<file path="src/hw/rtl/plic_pkg.sv">
`default_nettype none

package plic_pkg;

    localparam int IdW    = 5;
    localparam int PrioW  = 3;
    localparam int OffW   = 22;
    localparam int DataW  = 32;
    localparam int NumCtx = 2;

    // transaction kinds
    localparam logic [1:0] FuncRead  = 2'd0;
    localparam logic [1:0] FuncWrite = 2'd1;
    localparam logic [1:0] FuncLine  = 2'd2;

    // address decode: pending word index, enable block offset[21:8],
    // context block offset[21:13], sub-offsets inside a context block
    localparam logic [19:0] PendWord  = 20'h00400;
    localparam logic [13:0] EnBaseHi  = 14'h0020;
    localparam logic [8:0]  CtxBaseHi = 9'h100;
    localparam logic [11:0] SubThr    = 12'h000;
    localparam logic [11:0] SubClaim  = 12'h004;

    typedef struct packed {
        logic [1:0]      func;
        logic [OffW-1:0] offset;
        logic [DataW-1:0] wdata;
        logic [IdW-1:0]  irq_id;
        logic            irq_level;
    } t_req;

    typedef struct packed {
        logic [DataW-1:0] read_data;
        logic [IdW-1:0]   mach_claimable;
        logic [IdW-1:0]   sup_claimable;
    } t_rsp;

    // best candidate so far, travels along the cell row
    typedef struct packed {
        logic [IdW-1:0]   id;
        logic [PrioW-1:0] prio;
    } t_best;

    // per-source status seen by one cell
    typedef struct packed {
        logic                           pend;
        logic [NumCtx-1:0]              en;
        logic [NumCtx-1:0]              clm;
        logic [NumCtx-1:0][PrioW-1:0]   thr;
    } t_cell_ctl;

    typedef enum logic {
        ST_IDLE,
        ST_SCAN
    } t_state;

endpackage

`default_nettype wire

</file>
<file path="src/hw/rtl/plic_if.sv">
`default_nettype none

interface plic_req_if;
    logic          valid;
    logic          ready;
    plic_pkg::t_req data;

    modport source (output valid, output data, input ready);
    modport sink   (input valid, input data, output ready);
endinterface

interface plic_rsp_if;
    logic          valid;
    logic          ready;
    plic_pkg::t_rsp data;

    modport source (output valid, output data, input ready);
    modport sink   (input valid, input data, output ready);
endinterface

`default_nettype wire

</file>
<file path="src/hw/rtl/plic_cell.sv">
`default_nettype none

module plic_cell #(
    parameter int CELL_ID = 1
) (
    input  logic                                        i_clk,
    input  logic                                        i_rst_n,
    input  logic                                        i_prio_we,
    input  logic [plic_pkg::PrioW-1:0]                  i_prio_wdata,
    input  plic_pkg::t_cell_ctl                         i_ctl,
    input  plic_pkg::t_best [plic_pkg::NumCtx-1:0]      i_tok,
    output plic_pkg::t_best [plic_pkg::NumCtx-1:0]      o_tok,
    output logic [plic_pkg::PrioW-1:0]                  o_prio
);

    logic [plic_pkg::PrioW-1:0]             r_prio;
    logic [plic_pkg::PrioW-1:0]             n_prio;
    plic_pkg::t_best [plic_pkg::NumCtx-1:0] r_tok;
    plic_pkg::t_best [plic_pkg::NumCtx-1:0] n_tok;

    always_comb begin
        n_prio = i_prio_we ? i_prio_wdata : r_prio;
    end

    // take over the token when this source beats it; ties go to the higher id
    always_comb begin
        for (int c = 0; c < plic_pkg::NumCtx; c++) begin
            if (i_ctl.pend && i_ctl.en[c] && !i_ctl.clm[c] &&
                (r_prio > i_ctl.thr[c]) && (r_prio >= i_tok[c].prio)) begin
                n_tok[c].id   = plic_pkg::IdW'(CELL_ID);
                n_tok[c].prio = r_prio;
            end else begin
                n_tok[c] = i_tok[c];
            end
        end
    end

    always_ff @(posedge i_clk) begin
        if (!i_rst_n) begin
            r_prio <= '0;
            r_tok  <= '0;
        end else begin
            r_prio <= n_prio;
            r_tok  <= n_tok;
        end
    end

    assign o_tok  = r_tok;
    assign o_prio = r_prio;

endmodule

`default_nettype wire

</file>
<file path="src/hw/rtl/platform_interrupt_controller_unit.sv">
// a result is loaded into the output register once the scan counter has walked the whole
//   cell row and the output register is free; the best-source token walks the row of
//   source cells one cell per cycle, and a new transaction is taken only in the idle state
// the output register lets the next transaction in while a result still waits
// reset (synchronous, active low) clears priorities, pending lines, enables,
//   thresholds, claimed marks, best-source ids and the output valid flag
`default_nettype none

module platform_interrupt_controller_unit #(
    parameter int NUM_SOURCES = 31
) (
    input  logic              i_clk,
    input  logic              i_rst_n,
    plic_req_if.sink          i_req,
    plic_rsp_if.source        o_rsp
);

    localparam int CntW = $clog2(NUM_SOURCES + 1);

    plic_pkg::t_state r_state;
    plic_pkg::t_state n_state;
    logic [CntW-1:0]  r_cnt;
    logic [CntW-1:0]  n_cnt;

    logic [NUM_SOURCES:1]                                   r_pend;
    logic [NUM_SOURCES:1]                                   n_pend;
    logic [plic_pkg::NumCtx-1:0][plic_pkg::DataW-1:0]       r_en;
    logic [plic_pkg::NumCtx-1:0][plic_pkg::DataW-1:0]       n_en;
    logic [plic_pkg::NumCtx-1:0][plic_pkg::PrioW-1:0]       r_thr;
    logic [plic_pkg::NumCtx-1:0][plic_pkg::PrioW-1:0]       n_thr;
    logic [plic_pkg::NumCtx-1:0][NUM_SOURCES:1]             r_clm;
    logic [plic_pkg::NumCtx-1:0][NUM_SOURCES:1]             n_clm;
    logic [plic_pkg::NumCtx-1:0][plic_pkg::IdW-1:0]         r_best;

    logic [plic_pkg::DataW-1:0] r_rdata;
    logic [plic_pkg::DataW-1:0] n_rdata;
    logic                       r_out_valid;
    plic_pkg::t_rsp             r_rsp;

    plic_pkg::t_req req;
    logic           accept;
    logic           in_ready;
    logic           load;
    logic           scan_done;

    logic                       is_rd;
    logic                       is_wr;
    logic                       is_line;
    logic [plic_pkg::IdW-1:0]   widx;
    logic                       prio_hit;
    logic                       pend_hit;
    logic                       en_hit;
    logic                       en_ctx;
    logic                       en_word0;
    logic                       ctx_hit;
    logic                       ctx;
    logic [11:0]                sub;
    logic [plic_pkg::IdW-1:0]   done_id;

    logic [plic_pkg::NumCtx-1:0] claim_set;
    logic [plic_pkg::NumCtx-1:0] done_we;
    logic [plic_pkg::NumCtx-1:0] thr_we;
    logic [plic_pkg::NumCtx-1:0] en_we;

    plic_pkg::t_best [plic_pkg::NumCtx-1:0] w_tok  [0:NUM_SOURCES];
    logic [plic_pkg::PrioW-1:0]             w_prio [1:NUM_SOURCES];
    plic_pkg::t_cell_ctl                    w_ctl  [1:NUM_SOURCES];

    assign req    = i_req.data;
    assign accept = i_req.valid && in_ready;
    assign i_req.ready = in_ready;

    // address decode
    always_comb begin
        is_rd    = (req.func == plic_pkg::FuncRead);
        is_wr    = (req.func == plic_pkg::FuncWrite);
        is_line  = (req.func == plic_pkg::FuncLine);
        widx     = req.offset[6:2];
        prio_hit = (req.offset[21:7] == '0) && (widx != '0) &&
                   (widx <= plic_pkg::IdW'(NUM_SOURCES));
        pend_hit = (req.offset[21:2] == plic_pkg::PendWord);
        en_hit   = (req.offset[21:8] == plic_pkg::EnBaseHi);
        en_ctx   = req.offset[7];
        en_word0 = (req.offset[6:2] == '0);
        ctx_hit  = (req.offset[21:13] == plic_pkg::CtxBaseHi);
        ctx      = req.offset[12];
        sub      = req.offset[11:0];
        done_id  = req.wdata[plic_pkg::IdW-1:0];
    end

    always_comb begin
        for (int c = 0; c < plic_pkg::NumCtx; c++) begin
            claim_set[c] = accept && is_rd && ctx_hit && (ctx == 1'(c)) &&
                           (sub == plic_pkg::SubClaim) && (r_best[c] != '0);
            done_we[c]   = accept && is_wr && ctx_hit && (ctx == 1'(c)) &&
                           (sub == plic_pkg::SubClaim);
            thr_we[c]    = accept && is_wr && ctx_hit && (ctx == 1'(c)) &&
                           (sub == plic_pkg::SubThr);
            en_we[c]     = accept && is_wr && en_hit && (en_ctx == 1'(c)) && en_word0;
        end
    end

    // read data; a claim returns the best source of the state before the transaction
    always_comb begin
        n_rdata = '0;
        if (is_rd) begin
            if (prio_hit) begin
                n_rdata = plic_pkg::DataW'(w_prio[widx]);
            end else if (pend_hit) begin
                n_rdata = plic_pkg::DataW'({r_pend, 1'b0});
            end else if (en_hit) begin
                n_rdata = en_word0 ? r_en[en_ctx] : '0;
            end else if (ctx_hit) begin
                if (sub == plic_pkg::SubThr) begin
                    n_rdata = plic_pkg::DataW'(r_thr[ctx]);
                end else if (sub == plic_pkg::SubClaim) begin
                    n_rdata = plic_pkg::DataW'(r_best[ctx]);
                end
            end
        end
    end

    // state updates
    always_comb begin
        n_pend = r_pend;
        n_clm  = r_clm;
        for (int c = 0; c < plic_pkg::NumCtx; c++) begin
            n_en[c]  = en_we[c]  ? req.wdata : r_en[c];
            n_thr[c] = thr_we[c] ? req.wdata[plic_pkg::PrioW-1:0] : r_thr[c];
        end
        for (int k = 1; k <= NUM_SOURCES; k++) begin
            if (accept && is_line && (req.irq_id == plic_pkg::IdW'(k))) begin
                n_pend[k] = req.irq_level;
            end
            for (int c = 0; c < plic_pkg::NumCtx; c++) begin
                if (claim_set[c] && (r_best[c] == plic_pkg::IdW'(k))) begin
                    n_clm[c][k] = 1'b1;
                end
                if (done_we[c] && (done_id == plic_pkg::IdW'(k))) begin
                    n_clm[c][k] = 1'b0;
                end
            end
        end
    end

    // cell row
    assign w_tok[0] = '0;

    for (genvar k = 1; k <= NUM_SOURCES; k++) begin : g_cell
        assign w_ctl[k].pend = r_pend[k];
        assign w_ctl[k].en   = {r_en[1][k], r_en[0][k]};
        assign w_ctl[k].clm  = {r_clm[1][k], r_clm[0][k]};
        assign w_ctl[k].thr  = r_thr;

        plic_cell #(
            .CELL_ID (k)
        ) u_cell (
            .i_clk        (i_clk),
            .i_rst_n      (i_rst_n),
            .i_prio_we    (accept && is_wr && prio_hit &&
                           (widx == plic_pkg::IdW'(k))),
            .i_prio_wdata (req.wdata[plic_pkg::PrioW-1:0]),
            .i_ctl        (w_ctl[k]),
            .i_tok        (w_tok[k-1]),
            .o_tok        (w_tok[k]),
            .o_prio       (w_prio[k])
        );
    end

    // control
    assign scan_done = (r_cnt == CntW'(NUM_SOURCES));

    always_comb begin
        n_state = r_state;
        unique case (r_state)
            plic_pkg::ST_IDLE: begin
                if (accept) begin
                    n_state = plic_pkg::ST_SCAN;
                end
            end
            plic_pkg::ST_SCAN: begin
                if (scan_done && (!r_out_valid || o_rsp.ready)) begin
                    n_state = plic_pkg::ST_IDLE;
                end
            end
            default: n_state = plic_pkg::ST_IDLE;
        endcase
    end

    always_comb begin
        in_ready = 1'b0;
        load     = 1'b0;
        n_cnt    = r_cnt;
        unique case (r_state)
            plic_pkg::ST_IDLE: begin
                in_ready = 1'b1;
                n_cnt    = '0;
            end
            plic_pkg::ST_SCAN: begin
                load = scan_done && (!r_out_valid || o_rsp.ready);
                if (!scan_done) begin
                    n_cnt = r_cnt + CntW'(1);
                end
            end
            default: begin
                in_ready = 1'b0;
            end
        endcase
    end

    always_ff @(posedge i_clk) begin
        if (!i_rst_n) begin
            r_state     <= plic_pkg::ST_IDLE;
            r_cnt       <= '0;
            r_pend      <= '0;
            r_en        <= '0;
            r_thr       <= '0;
            r_clm       <= '0;
            r_best      <= '0;
            r_out_valid <= 1'b0;
        end else begin
            r_state <= n_state;
            r_cnt   <= n_cnt;
            r_pend  <= n_pend;
            r_en    <= n_en;
            r_thr   <= n_thr;
            r_clm   <= n_clm;
            if (load) begin
                for (int c = 0; c < plic_pkg::NumCtx; c++) begin
                    r_best[c] <= w_tok[NUM_SOURCES][c].id;
                end
                r_out_valid <= 1'b1;
            end else if (o_rsp.ready) begin
                r_out_valid <= 1'b0;
            end
        end
    end

    always_ff @(posedge i_clk) begin
        if (accept) begin
            r_rdata <= n_rdata;
        end
        if (load) begin
            r_rsp.read_data      <= r_rdata;
            r_rsp.mach_claimable <= w_tok[NUM_SOURCES][0].id;
            r_rsp.sup_claimable  <= w_tok[NUM_SOURCES][1].id;
        end
    end

    assign o_rsp.valid = r_out_valid;
    assign o_rsp.data  = r_rsp;

    // checks
    a_scan_cnt_range: assert property (@(posedge i_clk) disable iff (!i_rst_n)
        r_cnt <= CntW'(NUM_SOURCES))
        else $error("scan counter ran past the cell row");

    a_accept_starts_scan: assert property (@(posedge i_clk) disable iff (!i_rst_n)
        accept |=> (r_state == plic_pkg::ST_SCAN) && (r_cnt == '0))
        else $error("accepted transaction did not start a scan");

    a_best_enabled: assert property (@(posedge i_clk) disable iff (!i_rst_n)
        (r_state == plic_pkg::ST_IDLE) && (r_best[0] != '0) |-> r_en[0][r_best[0]])
        else $error("context 0 claimable source is not enabled");

    a_rsp_id_range: assert property (@(posedge i_clk) disable iff (!i_rst_n)
        r_out_valid |-> (r_rsp.mach_claimable <= plic_pkg::IdW'(NUM_SOURCES)) &&
                        (r_rsp.sup_claimable <= plic_pkg::IdW'(NUM_SOURCES)))
        else $error("claimable id out of source range");

endmodule

`default_nettype wire
</file>
<file path="src/flat_wrapper.sv">
// flat-port wrapper written by rule: the top's interface ports become plain ports
module platform_interrupt_controller_unit_flat 
#(
    parameter int NUM_SOURCES = 31
)
  (i_clk, i_rst_n, i_req_valid, i_req_data, i_req_ready, o_rsp_valid, o_rsp_data, o_rsp_ready);
  plic_req_if i_req_i ();
  plic_rsp_if o_rsp_i ();
  input  logic i_clk;
  input  logic i_rst_n;
  input wire logic [$bits(i_req_i.valid)-1:0] i_req_valid;
  input wire logic [$bits(i_req_i.data)-1:0] i_req_data;
  output wire logic [$bits(i_req_i.ready)-1:0] i_req_ready;
  output wire logic [$bits(o_rsp_i.valid)-1:0] o_rsp_valid;
  output wire logic [$bits(o_rsp_i.data)-1:0] o_rsp_data;
  input wire logic [$bits(o_rsp_i.ready)-1:0] o_rsp_ready;
  assign i_req_i.valid = i_req_valid;
  assign i_req_i.data = i_req_data;
  assign i_req_ready = i_req_i.ready;
  assign o_rsp_valid = o_rsp_i.valid;
  assign o_rsp_data = o_rsp_i.data;
  assign o_rsp_i.ready = o_rsp_ready;
  platform_interrupt_controller_unit #(.NUM_SOURCES(NUM_SOURCES)) u_core (.i_clk(i_clk), .i_rst_n(i_rst_n), .i_req(i_req_i), .o_rsp(o_rsp_i));
endmodule
</file>
<file path="config.mk">
export PLATFORM = sky130hd
export DESIGN_NAME = platform_interrupt_controller_unit_flat
export DESIGN_NICKNAME = d
export VERILOG_FILES = /design/src/hw/rtl/plic_pkg.sv /design/src/hw/rtl/plic_if.sv /design/src/hw/rtl/plic_cell.sv /design/src/hw/rtl/platform_interrupt_controller_unit.sv /design/src/flat_wrapper.sv
export SDC_FILE = /design/constraint.sdc
export NUM_CORES = 2
export LEC_CHECK = 0
export BUFFER_PORTS_ARGS = -buffer_cell sky130_fd_sc_hd__buf_2
export CORE_UTILIZATION = 62
export DETAILED_ROUTE_END_ITERATION = 12
export GPL_TIMING_DRIVEN = 0
export PLACE_DENSITY_LB_ADDON = 0.25
export SKIP_CTS_REPAIR_TIMING = 1
export SYNTH_ARGS = -nofsm -noshare
export SYNTH_HDL_FRONTEND = slang
export SYNTH_SLANG_ARGS = --single-unit
</file>
<file path="constraint.sdc">
create_clock -name i_clk -period 3.9 [get_ports i_clk]
set_input_delay 0.39 -clock i_clk [delete_from_list [all_inputs] [get_ports i_clk]]
set_output_delay 0.39 -clock i_clk [all_outputs]
set_load 0.005 [all_outputs]
</file>
==> key figures <==
Run status
  • Outcome: finished, final reports clean

CTS
  • Total clock sinks: 785
  • Clk_lat worst skew: 650 ps
  • CTS buffer count: around 80
  • TritonCTS clock tree: done
  • Clock tree root driver cell: clkbuf_16
  • Clk buf depth: 3
  • Clock transition at the registers of the reported paths: 60 ps
  • CTS H-tree depth: 3

GRT
  • Initial antenna violation count: 10
  • All-Layer GR Usage: 0.371
  • Grt ovf: 0
  • Most used routing layer in global routing: met2
  • First-pass GRT wire length: 178 mm
  • Grt met1 use: 0.463
  • Number of global-route vias before repair: 31126
  • Met2 usage: 0.611
  • Largest net degree at the start of global routing: 52
  • GR met3 Demand/Resource: 0.0692

Floorplan
  • Starting density of the core: 0.630
  • Total Die Area: 0.0626 sq mm
  • Core ar.: 0.0606 sq mm
  • Die W: between 200 and 300 microns
  • FP Rows: 90
  • Io pins: 110
  • Die Height: 250 microns

Logic synthesis
  • Yosys cell types: 56
  • Synth Instances: roughly 4100
  • Post-Syn Area per Cell: 9.42 sq um
  • Seq/Total Area, Yosys: 0.431
  • Synth warn: 0
  • Main synth FF type: dfxtp_1
  • Compound-Gate Fraction of Synth Area: 0.174
  • Post-synth top cells: dfxtp_1 (711), ha_1 (368), nor2_1 (325), o21ai_0 (282), a21oi_1 (256)
  • Largest family of logic cells by synthesized area: compound AO/OA/AOI/OAI gates
  • Top-count cell post-synth: dfxtp_1
  • Post-synthesis register bit count: 785
  • Synth top area share: 0.373
  • Simple-Gate Fraction of Synth Area: 0.159
  • Post-Syn Nets: 4490
  • Post-synthesis mux area share: 0.0753
  • Synthesized cell area: 0.0382 sq mm
  • Adder-cell area share of the yosys netlist: 0.121
  • Post-synthesis xor/xnor area fraction: 0.000688
  • Cell accounting for the most synthesized area: dfxtp_1
  • Fraction of registers with async set/reset: 0
  • Synth top area cells: dfxtp_1 (37%), ha_1 (12%), edfxtp_1 (5.8%)
  • EDFF count, synth: 74

Drt
  • DR iter-0 viols: 3117
  • Vias: 32290
  • DR vias/cell: 6.33
  • WL final: between 100 and 150 mm
  • Residual DRC: 0
  • Average wire per standard cell: 23.1 microns
  • DRT antenna net count: 0
  • DRT Pass-1 Iters: 8

Pwr
  • Cell Int Power: between 10 and 15 mW
  • Comb power frac: 0.030
  • P_leak: 16.2 nW
  • Power Dens Cells: between 300 and 400 mW/mm^2
  • Peak supply drop: 0.372 mV
  • Reg power frac: 0.488
  • Clock power frac: 0.482
  • P_sw: 3.77 mW
  • Sw Ratio: 0.226

Critical path
  • Critical Path AT: around 4200 ps
  • Worst setup EP type: register
  • Crit path kind: input port to register
  • Crit Reg-Reg Startpoint: u_core.r_state$_SDFF_PN0_
  • CP startpoint kind: input port
  • Critical path origin: i_req_data[40]
  • CP Data Required Time: 4210 ps
  • Crit-path max FO: 10

Placement
  • Placed Cells incl. Taps: 4946
  • Gpl congestion: 1.06
  • DP HPWL: 88.2 mm
  • # port buffers: ~100
  • Post-placement cell area: ~0.040 sq mm

Timing
  • F_max: 258 MHz
  • Rel. slew slack: 0.0323
  • Clock Skew: between 20 and 30 ps
  • Minimum clock period: 3880 ps
  • Setup TNS: 0 ps
  • Post-route clock period utilization: 0.994
  • Worst-margin pin slew: 1430 ps
  • Final hold violation count: 0
  • Hold_ws: 25.8 ps
  • Final setup vio count: 0
  • Unrepaired setup endpoints after global routing: no
  • Pins Over Slew Limit: 0

Worst hold path
  • Hold Path Class: input port to register
  • HP Start: i_req_data[11]

Finish
  • Post-route cell area: around 0.043 sq mm
  • Layout area overhead: 11.6%
  • Layout Nets: about 4700
  • Non-filler cells, final: 5103
  • Layout cells sized above 1: 0.0790

Job
  • Max Cap Viol: 0
-- logic make-up after synthesis --
| family | count (synthesis) |
|---|---|
| adder cells (fa/ha/maj) | 368 |
| AO/OA/AOI/OAI | 1057 |
| AND/OR/NAND/NOR | 1193 |
| buffers and inverters | 396 |
| XOR/XNOR | 3 |
| flip-flops | 785 |
| multiplexers | 254 |
-- state kept, by name, indices dropped and copies added (netlist names) --
name and count:
u_core.g_cell.u_cell.o_prio 93, u_core.g_cell.u_cell.o_tok 438, u_core.o_rsp.data 42, u_core.o_rsp.valid 1, u_core.r_best 10, u_core.r_clm 62, u_core.r_cnt 5, u_core.r_en 64
u_core.r_pend 31, u_core.r_rdata 32, u_core.r_state 1, u_core.r_thr 6
-- cell type report --
cell class              count  area [sq um]
plain buffers             171           699
fillers                  4681         18000
well taps                 782           978
repair buffers            109           646
diodes                      5          12.5
multi-input cells        2875         20200
flip-flops and latches    785         16500
clock buffers             112          2290
clock inverters            39           450
inverters                 225           845
-- per-stage QoR --
| stage | total power, mW | utilization | worst slack (ps) |
|---|---|---|---|
| global route | 17.1 | 0.703 | 0.859 |
| finish | 16.7 | 0.703 | 24.6 |
| global placement | 8.81 | 0.655 | -1730 |
| floorplan | 8.58 | - | 450 |
| CTS | 16.7 | 0.703 | 110 |
| detailed placement | 8.82 | 0.657 | -563 |
-- critical path, stage by stage --
cell      delay (ps)
clkbuf_1         540
buf_2            500
clkbuf_1         740
mux4_2           450
a22o_1           250
o311ai_0         970
o21ai_0          330
-- placed cells by master (no fill, tap or decap), types with 8 or more instances in the layout --
cell,synthesis,layout
nand2_1,198,198
nor3_1,22,20
buf_1,13,13
o21ai_1,17,17
mux2i_1,196,196
a211oi_1,58,58
clkbuf_1,135,151
inv_1,224,220
nor2_1,325,325
and3_1,141,141
clkinv_2,0,15
o21a_1,150,150
a31oi_1,31,31
clkbuf_8,0,13
a211o_1,58,58
and2_1,16,16
a41oi_1,31,31
a22oi_1,33,33
edfxtp_1,74,74
nand4_1,38,38
nand3_1,205,205
o21ai_0,282,282
nand3b_1,58,58
a21o_1,125,125
mux2_2,35,35
buf_2,15,117
nand2b_1,70,70
mux4_2,23,23
dfxtp_1,711,709
ha_1,368,368
a21oi_1,256,256
nor2b_1,79,78
clkbuf_16,0,82
bufinv_16,0,8
-- worst paths after layout --
| kind | endpoint | depth (start not counted) | slack (ps) |
|---|---|---|---|
| max reg2reg | u_core.g_cell[25].u_cell.o_prio[1]$_SDFFE_PN0P_ | 6 | 710 |
| min | u_core.r_en[37]$_SDFFE_PN0P_ | 3 | 30 |
| max | u_core.r_rdata[1]$_SDFFCE_PP0N_ | 7 | 20 |
| min reg2reg | u_core.o_rsp.data[24]$_DFFE_PP_ | 0 | 410 |
-- power groups by stage --
stage | clock network [mW] | logic (mW) | registers (mW)
6_report | 8.04 | 0.503 | 8.16
3_3_place_gp | 0 | 0.471 | 8.34
3_5_place_dp | 0 | 0.480 | 8.34
2_1_floorplan | 0 | 0.245 | 8.33
4_1_cts | 8.05 | 0.481 | 8.16
5_1_grt | 8.41 | 0.517 | 8.15
-- per-layer routing --
layer,vias to the layer above,wire (microns)
met1,15354,46200
li1,15002,-
met2,1550,54500
met4,10,6580
met5,-,71
met3,374,10600
No activity file was read; power rests on OpenSTA's default activity.
